[config.mk]
export PLATFORM = sky130hd
export DESIGN_NAME = rtc_calendar_tick
export DESIGN_NICKNAME = d
export VERILOG_FILES = /design/src/rtl/core/rtccal_pkg.sv /design/src/rtl/core/rtccal_next.sv /design/src/rtl/core/rtc_calendar_tick.sv
export SDC_FILE = /design/constraint.sdc
export NUM_CORES = 1
export LEC_CHECK = 0
export BUFFER_PORTS_ARGS = -buffer_cell sky130_fd_sc_hd__buf_2
export CAP_MARGIN = 0
export CORE_ASPECT_RATIO = 0.7
export CORE_MARGIN = 3
export CORE_UTILIZATION = 57
export DETAILED_ROUTE_END_ITERATION = 16
export HOLD_SLACK_MARGIN = 0.06
export PLACE_DENSITY = 0.8
export SYNTH_ARGS = -nofsm -noshare
export SYNTH_HDL_FRONTEND = slang
export SYNTH_SLANG_ARGS = --single-unit
export TNS_END_PERCENT = 20
[constraint.sdc]
create_clock -name clk -period 3.1 [get_ports clk]
set_input_delay 0 -clock clk [delete_from_list [all_inputs] [get_ports clk]]
set_output_delay 0 -clock clk [all_outputs]
set_load 0.02 [all_outputs]
[src/rtl/core/rtccal_pkg.sv]
// Shared types and constants for the real-time clock and calendar block.
package rtccal_pkg;

	localparam int unsigned IN_DATA_W  = 48;
	localparam int unsigned OUT_DATA_W = 40;

	localparam logic [6:0] SEC_LIMIT   = 7'd60;
	localparam logic [6:0] MIN_LIMIT   = 7'd60;
	localparam logic [5:0] HOUR_LIMIT  = 6'd24;
	localparam logic [5:0] DAY_SHORT   = 6'd29;
	localparam logic [5:0] DAY_30      = 6'd31;
	localparam logic [5:0] DAY_31      = 6'd32;
	localparam logic [4:0] MONTH_LIMIT = 5'd13;
	localparam logic [7:0] YEAR_BAD    = 8'hFF;

	localparam logic [3:0] MON_FEB = 4'd2;
	localparam logic [3:0] MON_APR = 4'd4;
	localparam logic [3:0] MON_JUN = 4'd6;
	localparam logic [3:0] MON_SEP = 4'd9;
	localparam logic [3:0] MON_NOV = 4'd11;

	typedef enum logic {
		REQ_TICK = 1'b0,
		REQ_SET  = 1'b1
	} req_t;

	typedef struct packed {
		logic [7:0] year;
		logic [3:0] month;
		logic [4:0] day;
		logic [4:0] hour;
		logic [5:0] minute;
		logic [5:0] second;
	} rtc_time_t;

	typedef struct packed {
		logic year;
		logic month;
		logic day;
		logic hour;
		logic minute;
	} rtc_event_t;

	typedef struct packed {
		logic [7:0] set_second;
		logic [7:0] set_minute;
		logic [7:0] set_hour;
		logic [4:0] set_day;
		logic [3:0] set_month;
		logic [7:0] set_year;
	} rtc_req_t;

	localparam rtc_time_t TIME_RESET = '{
		year: 8'd0, month: 4'd1, day: 5'd1, hour: 5'd0, minute: 6'd0, second: 6'd0
	};

endpackage

[src/rtl/core/rtccal_next.sv]
// Next-state logic: tick carry chain and set-time load.
module rtccal_next (
	input  rtccal_pkg::req_t       req_type,
	input  rtccal_pkg::rtc_req_t   req,
	input  rtccal_pkg::rtc_time_t  cur,
	output rtccal_pkg::rtc_time_t  nxt,
	output rtccal_pkg::rtc_event_t ev
);
	import rtccal_pkg::*;

	logic [6:0] sec_inc;
	logic [6:0] min_inc;
	logic [5:0] hour_inc;
	logic [5:0] day_inc;
	logic [4:0] month_inc;
	logic       sec_carry;
	logic       min_carry;
	logic       hour_carry;
	logic       day_carry;
	logic       month_carry;
	logic       day_stays;
	logic       leap;
	rtc_time_t  tick_time;
	rtc_event_t tick_ev;
	rtc_time_t  set_time;

	assign sec_inc   = {1'b0, cur.second} + 7'd1;
	assign min_inc   = {1'b0, cur.minute} + 7'd1;
	assign hour_inc  = {1'b0, cur.hour} + 6'd1;
	assign day_inc   = {1'b0, cur.day} + 6'd1;
	assign month_inc = {1'b0, cur.month} + 5'd1;
	assign leap      = (cur.year[1:0] == 2'd0);

	always_comb begin
		if (day_inc < DAY_SHORT) begin
			day_stays = 1'b1;
		end else if (cur.month == MON_FEB) begin
			day_stays = (day_inc == DAY_SHORT) && leap;
		end else if (cur.month == MON_APR || cur.month == MON_JUN ||
				cur.month == MON_SEP || cur.month == MON_NOV) begin
			day_stays = (day_inc < DAY_30);
		end else begin
			day_stays = (day_inc < DAY_31);
		end
	end

	assign sec_carry   = (sec_inc >= SEC_LIMIT);
	assign min_carry   = sec_carry && (min_inc >= MIN_LIMIT);
	assign hour_carry  = min_carry && (hour_inc >= HOUR_LIMIT);
	assign day_carry   = hour_carry && !day_stays;
	assign month_carry = day_carry && (month_inc >= MONTH_LIMIT);

	always_comb begin
		tick_time = cur;
		tick_time.second = sec_carry ? 6'd0 : sec_inc[5:0];
		if (sec_carry) begin
			tick_time.minute = min_carry ? 6'd0 : min_inc[5:0];
		end
		if (min_carry) begin
			tick_time.hour = hour_carry ? 5'd0 : hour_inc[4:0];
		end
		if (hour_carry) begin
			tick_time.day = day_carry ? 5'd1 : day_inc[4:0];
		end
		if (day_carry) begin
			tick_time.month = month_carry ? 4'd1 : month_inc[3:0];
		end
		if (month_carry) begin
			tick_time.year = cur.year + 8'd1;
		end
		tick_ev = '{year: month_carry, month: day_carry, day: hour_carry,
			hour: min_carry, minute: sec_carry};
	end

	always_comb begin
		set_time.year   = (req.set_year == YEAR_BAD) ? 8'd0 : req.set_year;
		set_time.month  = req.set_month;
		set_time.day    = req.set_day;
		set_time.hour   = (req.set_hour > 8'd23) ? 5'd0 : req.set_hour[4:0];
		set_time.minute = (req.set_minute > 8'd59) ? 6'd0 : req.set_minute[5:0];
		set_time.second = (req.set_second > 8'd59) ? 6'd0 : req.set_second[5:0];
	end

	always_comb begin
		case (req_type)
			REQ_SET: begin
				nxt = set_time;
				ev  = '0;
			end
			default: begin
				nxt = tick_time;
				ev  = tick_ev;
			end
		endcase
	end

endmodule

[src/rtl/core/rtc_calendar_tick.sv]
// Top level: input register, calendar counters and result register.
// An accepted item waits in the input register; its result is registered once the result register is free.
// Throughput: one tick or set item per cycle while m_tready holds; the counters update as each item moves on.
// Ready stalls only when both the input and result registers hold items and m_tready is low.
// Reset: counters go to 00:00:00, day 1, month 1, year 0; both stages empty.
module rtc_calendar_tick (
	input  logic                              clk,
	input  logic                              arst_n,
	input  logic                              s_tvalid,
	output logic                              s_tready,
	// set_year, set_month, set_day, set_hour, set_minute, set_second, zero fill
	input  logic [rtccal_pkg::IN_DATA_W-1:0]  s_tdata,
	// req_type
	input  logic                              s_tuser,
	output logic                              m_tvalid,
	input  logic                              m_tready,
	// out_second, out_minute, out_hour, out_day, out_month, out_year,
	// minute_event, hour_event, day_event, month_event, year_event, zero fill
	output logic [rtccal_pkg::OUT_DATA_W-1:0] m_tdata
);
	import rtccal_pkg::*;

	logic       valid_s1;
	req_t       type_s1;
	rtc_req_t   req_s1;
	logic       valid_s2;
	rtc_time_t  time_s2;
	rtc_event_t ev_s2;
	rtc_time_t  time_q;
	rtc_time_t  time_nxt;
	rtc_event_t ev_nxt;
	logic       adv_s2;
	logic       adv_s1;

	assign adv_s2   = !valid_s2 || m_tready;
	assign adv_s1   = valid_s1 && adv_s2;
	assign s_tready = !valid_s1 || adv_s2;

	rtccal_next u_next (
		.req_type (type_s1),
		.req      (req_s1),
		.cur      (time_q),
		.nxt      (time_nxt),
		.ev       (ev_nxt)
	);

	always_ff @(posedge clk or negedge arst_n) begin
		if (!arst_n) begin
			valid_s1 <= 1'b0;
			valid_s2 <= 1'b0;
			time_q   <= TIME_RESET;
		end else begin
			if (s_tready) begin
				valid_s1 <= s_tvalid;
			end
			if (adv_s2) begin
				valid_s2 <= valid_s1;
			end
			if (adv_s1) begin
				time_q <= time_nxt;
			end
		end
	end

	always_ff @(posedge clk) begin
		if (s_tvalid && s_tready) begin
			type_s1 <= req_t'(s_tuser);
			req_s1  <= '{
				set_second: s_tdata[40:33],
				set_minute: s_tdata[32:25],
				set_hour:   s_tdata[24:17],
				set_day:    s_tdata[16:12],
				set_month:  s_tdata[11:8],
				set_year:   s_tdata[7:0]
			};
		end
		if (adv_s1) begin
			time_s2 <= time_nxt;
			ev_s2   <= ev_nxt;
		end
	end

	assign m_tvalid = valid_s2;
	assign m_tdata  = {1'b0,
		ev_s2.year, ev_s2.month, ev_s2.day, ev_s2.hour, ev_s2.minute,
		time_s2.year, time_s2.month, time_s2.day,
		time_s2.hour, time_s2.minute, time_s2.second};

endmodule

== Word level (Yosys, flattened, before mapping) ==
Cells that the tools add are included.
W data, S select, Z words.
Word-level totals
  register bits after elaboration: 117
  output and inout bits: 42
Cells by class
  add/subtract/negate cells: 6
  magnitude comparators: 10
  eq/ne operators: 7
  multiplexer cells: 18
  reductions and logical operators: 16
Operators by type and width (number)
  $mux W34: 1
  $mux W6: 5
  $mux W5: 5
  $gt A8 B6 Y1 const B: 2
  $mux W8: 2
  $add A6 B1 Y7 const B: 2
  $ge A7 B6 Y1 const B: 2
  $add A5 B1 Y6 const B: 2
  $lt A6 B5 Y1 const B: 2
  $add A8 B1 Y8 const B: 1
  $eq A4 B3 Y1 const B: 2
  $eq A4 B4 Y1 const B: 2
  $eq A8 B8 Y1 const B: 1
  $gt A8 B5 Y1 const B: 1
  $mux W4: 2
  $logic_and A1 B1 Y1: 7
  $eq A6 B5 Y1 const B: 1
  $ge A6 B5 Y1 const B: 1
  $lt A6 B6 Y1 const B: 1
  $add A4 B1 Y5 const B: 1
  $ge A5 B4 Y1 const B: 1
  $logic_or A1 B1 Y1: 5
  $eq A4 B2 Y1 const B: 1
  $logic_not A1 Y1: 3
  2 further kinds: 4

== Depth between registers and ports, before layout ==
  word-level depth: 13
  mapped depth: 10
  depth with buffers taken out: 8

== Hierarchy ==
Synthesis repeated with hierarchy kept, for this count alone.
Second synthesis, totals
  cell total of the unflattened synthesis: 416
  area, all modules: 5580.4 sq um
Modules (own cells, without submodules)
  rtc_calendar_tick: instances 1, cells each 163, area an instance 3927.5 sq um
  rtccal_next: instances 1, cells each 253, area an instance 1652.8 sq um

== Worst setup path before layout ==
No wires, ideal clock.
  kind: flip-flop to flip-flop
  start: register time_q[22] (netlist bit)
  end: register time_s2 (netlist bit m_tdata[24]), data pin
  setup time: 274 ps
  arrival: 2495 ps
  data required time: 2826 ps
  slack: 331 ps
  cell stages (with the launch flop): 11
  buffers on the path: 2
  clock period less this slack: 2769 ps
  cells stage by stage: dfstp_2 inv_1 ha_1 nor4bb_1 a2111oi_4 o211ai_2 buf_4 and2_1 clkbuf_1 o31ai_1 a31oi_1
RTL lines
  start, declared: RTL line rtc_calendar_tick.sv:29  | rtc_time_t time_q;
  start signal, assigned: RTL line rtc_calendar_tick.sv:60  | time_q <= time_nxt;
  end signal, assigned: RTL line rtc_calendar_tick.sv:78  | time_s2 <= time_nxt;
  end, declared: RTL line rtc_calendar_tick.sv:27  | rtc_time_t time_s2;

==> metrics.md <==
| Metric | Value |
|---|---|
| Top-count cell post-synth | `edfxtp_1` |
| Most used DFF post-synth | `edfxtp_1` |
| Layout Nets | `688` |
| Crit path time final | `2.96 ns` |
| Fin. Hold Viols | `0` |
| Yosys reg bits | `117` |
| Post-synth top area share | `41.9%` |
| Vias in the first global route | `4,465` |
| Adder-cell share of the synthesized area | `about 3%` |
| CP arrival | `3.10 ns` |
| First-pass GRT wire length | `22,300 um` |
| CTS tree | `built` |
| Die Height | `90.5 um` |
| Achievable Freq | `337 MHz` |
| Hold Path Class | `input pin to async pin` |
| Post-synthesis compound-gate area fraction | `17.4%` |
| Multiplexer share of the synthesized area | `roughly 2.8%` |
| Area growth, synth to finish | `28.9%` |
| Non-Filler Instances | `~760` |
| Synth cell count leaders | `edfxtp_1 (81), nand2_1 (50), o21ai_0 (36)` |
| Post-Syn Instances | `484` |
| CTS sink count | `117` |
| Status | `completed` |
| Max rail drop VDD | `roughly 0.42 mV` |
| Setup Fix Bufs, Post-CTS | `0` |
| Synth Cell Area | `5810 sq um` |
| Area of the multi-input gates | `2310 sq um` |
| Fin util | `approximately three quarters` |
| Die Width | `127 um` |
| Initial antenna violation count | `0` |
| DP HPWL | `8280 um` |
| Area leader, netlist | `edfxtp_1` |
| Starting DRC count in detailed routing | `485` |
| Slowest cell on crit path | `or4_4` |
| Yosys cell types | `71` |
| Inst Count DP | `684` |
| Std cell rows | `30` |
| WL/cell | `~18 um` |
| Crit-path max FO | `14` |
| Slew HR | `between 20% and 30%` |
| Number of diodes | `0` |
| Worst path bufs/invs | `0` |
| Skew-Pair Late Insertion Delay | `roughly 0.4 ns` |
| Initial Utilization | `about three fifths` |
| Port-buffer cells | `86` |
| DR vias | `between 4,000 and 5,000` |
| Period utilization | `between 90% and 100%` |
| Clock skew | `about 0.0096 ns` |
| CP Capture Type | `flop` |
| Max_cap viols | `0` |
| Maximum level of the CTS H-tree | `4` |
| Die ar. | `11,500 sq um` |
| CP Cell Sequence | `ha_1, nand3b_1, xor2_1, or4_4, a2111oi_4, mux2i_1, o21ai_1` |
| Final Slew Violations | `0` |
| Post-synth EDFFs | `81` |
| Grt ovf | `0` |
| Placeable Area | `between 9000 and 10,000 sq um` |
| Total Wirelength | `approximately 14,000 um` |
| Synth area leaders | `edfxtp_1 (42%), dfrtp_1 (15%), a2111oi_4 (3.3%), nand2_1 (3.2%), o21ai_0 (3.1%)` |
| Syn Area/Cell | `12.0 sq um` |
| Delay-heaviest family, CP | `simple AND/OR/NAND/NOR gates` |
| Clock Tree Buf Depth | `2` |
| Boundary pin count | `95` |
| P_leak | `2.95 nW` |
| Setup TNS | `0 ns` |
| Filler cell count | `between 600 and 700` |
| Least-Margin Pin Slew | `1.08 ns` |
| Simple-Gate Fraction of Synth Area | `13.0%` |
| Mapped Nets | `551` |
| CTS Root Cell | `clkbuf_16` |
| Async SR Flop Fraction | `30.8%` |
| Num CTS Buffers | `17` |
| Routability congestion estimate | `about 0.87` |
| CP startpoint kind | `flop` |
| Register area | `3340 sq um` |
| Critical Path RT | `between 3 and 4 ns` |
| Via density | `5.93` |
| Synth Area in XOR/XNOR | `3.17%` |
| Total Power | `0.00496 W` |
| All-Layer GR Usage | `24.9%` |
| Final ANT Viol Nets | `0` |
| # setup viols final | `0` |
| DRC viols | `0` |
| Pre-antenna DRT Iters | `5` |
| Synth Warn # | `0` |
| WS Path Type | `flop to flop` |
| Unrepaired setup endpoints after global routing | `false` |
| Layout cells sized above 1 | `25.2%` |
| Largest net degree at the start of global routing | `61` |
| Worst stage delay on the critical path | `0.73 ns` |
| Clock slew at reported path FFs | `0.05 ns` |
| PwrDens | `between 600 and 700 nW/um^2` |
| Sequential area share after synthesis | `between 50 and 60%` |
| Largest family of logic cells by synthesized area | `compound AO/OA/AOI/OAI gates` |
| WHS | `0.265 ns` |
==> metrics by stage <==
stage	setup WS, ns	instance area [sq um]
after floorplan	0.331	5810
after global placement	0.225	6380
after detailed placement	0.125	6380
after CTS	0.0872	7470
after global routing	0.0189	7490
final	0.136	7490
==> layout make-up <==
class                   instances  area share [%]
inverters                      15           0.752
well taps                     128            2.14
repair buffers                144            13.3
flip-flops and latches        117            44.6
clock buffers                  22            6.33
multi-input cells             326            30.9
clock inverters                10            2.04
==> state kept, by name (all words and copies together), names as in the netlist <==
| name | cells |
|---|---|
| req_s1 | 41 |
| m_tdata | 39 |
| time_q | 34 |
| m_tvalid | 1 |
| type_s1 | 1 |
| valid_s1 | 1 |
==> what timing repair did <==
item | in CTS | in global routing
hold buffers | 46 | 0
endpoints found under the hold margin | 78 | 0
gates resized for setup | 0 | 2
endpoints found under the setup margin | 0 | 9
==> cells in the final DEF (no fill, tap or decap), types with 14 or more instances in the layout <==
master / count
dfrtp_1: 34
dlygate4sd3_1: 46
clkbuf_16: 17
buf_2: 86
a21oi_1: 14
nand2_1: 50
o21ai_0: 36
nor2_1: 28
edfxtp_1: 81
ha_1: 14
nand3_1: 16
==> power by group <==
part	internal (W)	switching (W)
clock network	0.00140	0.000680
logic	0.000331	0.000480
registers	0.00189	0.000174
==> kinds of logic (layout without fill, tap and decap cells) <==
group,Yosys count,after routing
xor+xnor,21,21
buf+inv,41,191
compound gates,126,126
mux,15,15
simple gates,149,149
flops,117,117
other cells,1,1
fa+ha+maj,14,14
==> worst paths after layout <==
kind | from | end | slack, ns | cells after the start
min reg2reg | valid_s1$_DFFE_PN0N_ | m_tvalid$_DFFE_PN0P_ | 0.52 | 1
min | arst_n | time_q[23]$_DFFE_PN0P_ | 0.27 | 2
max reg2reg | time_q[0]$_DFFE_PN0P_ | m_tdata[27]$_DFFE_PP_ | 0.14 | 7
max | time_q[0]$_DFFE_PN0P_ | m_tdata[27]$_DFFE_PP_ | 0.14 | 7
min in group clk | s_tdata[34] | req_s1[34]$_DFFE_PP_ | 0.29 | 2
max in group asynchronous | arst_n | m_tvalid$_DFFE_PN0P_ | 2.25 | 2
==> layer usage <==
layer	vias up	track usage (%)	wire, um
met1	2187	35.4	6060
li1	2095	-	-
met5	-	0	0
met4	0	8.39	197
met2	213	36.9	6590
met3	24	7.09	1040
==> worst reg2reg max path, delay by kind of cell (launching register included) <==
kind                       cells  cell delay [ns]
AOI/OAI and AO/OA              2             0.60
xor gates and xnor gates       1             0.19
adders and majority gates      1             0.29
DFF                            1             0.41
muxes                          1             0.25
and+or+nand+nor                2             0.95
Note: power is estimated with default switching activity, not from simulation.
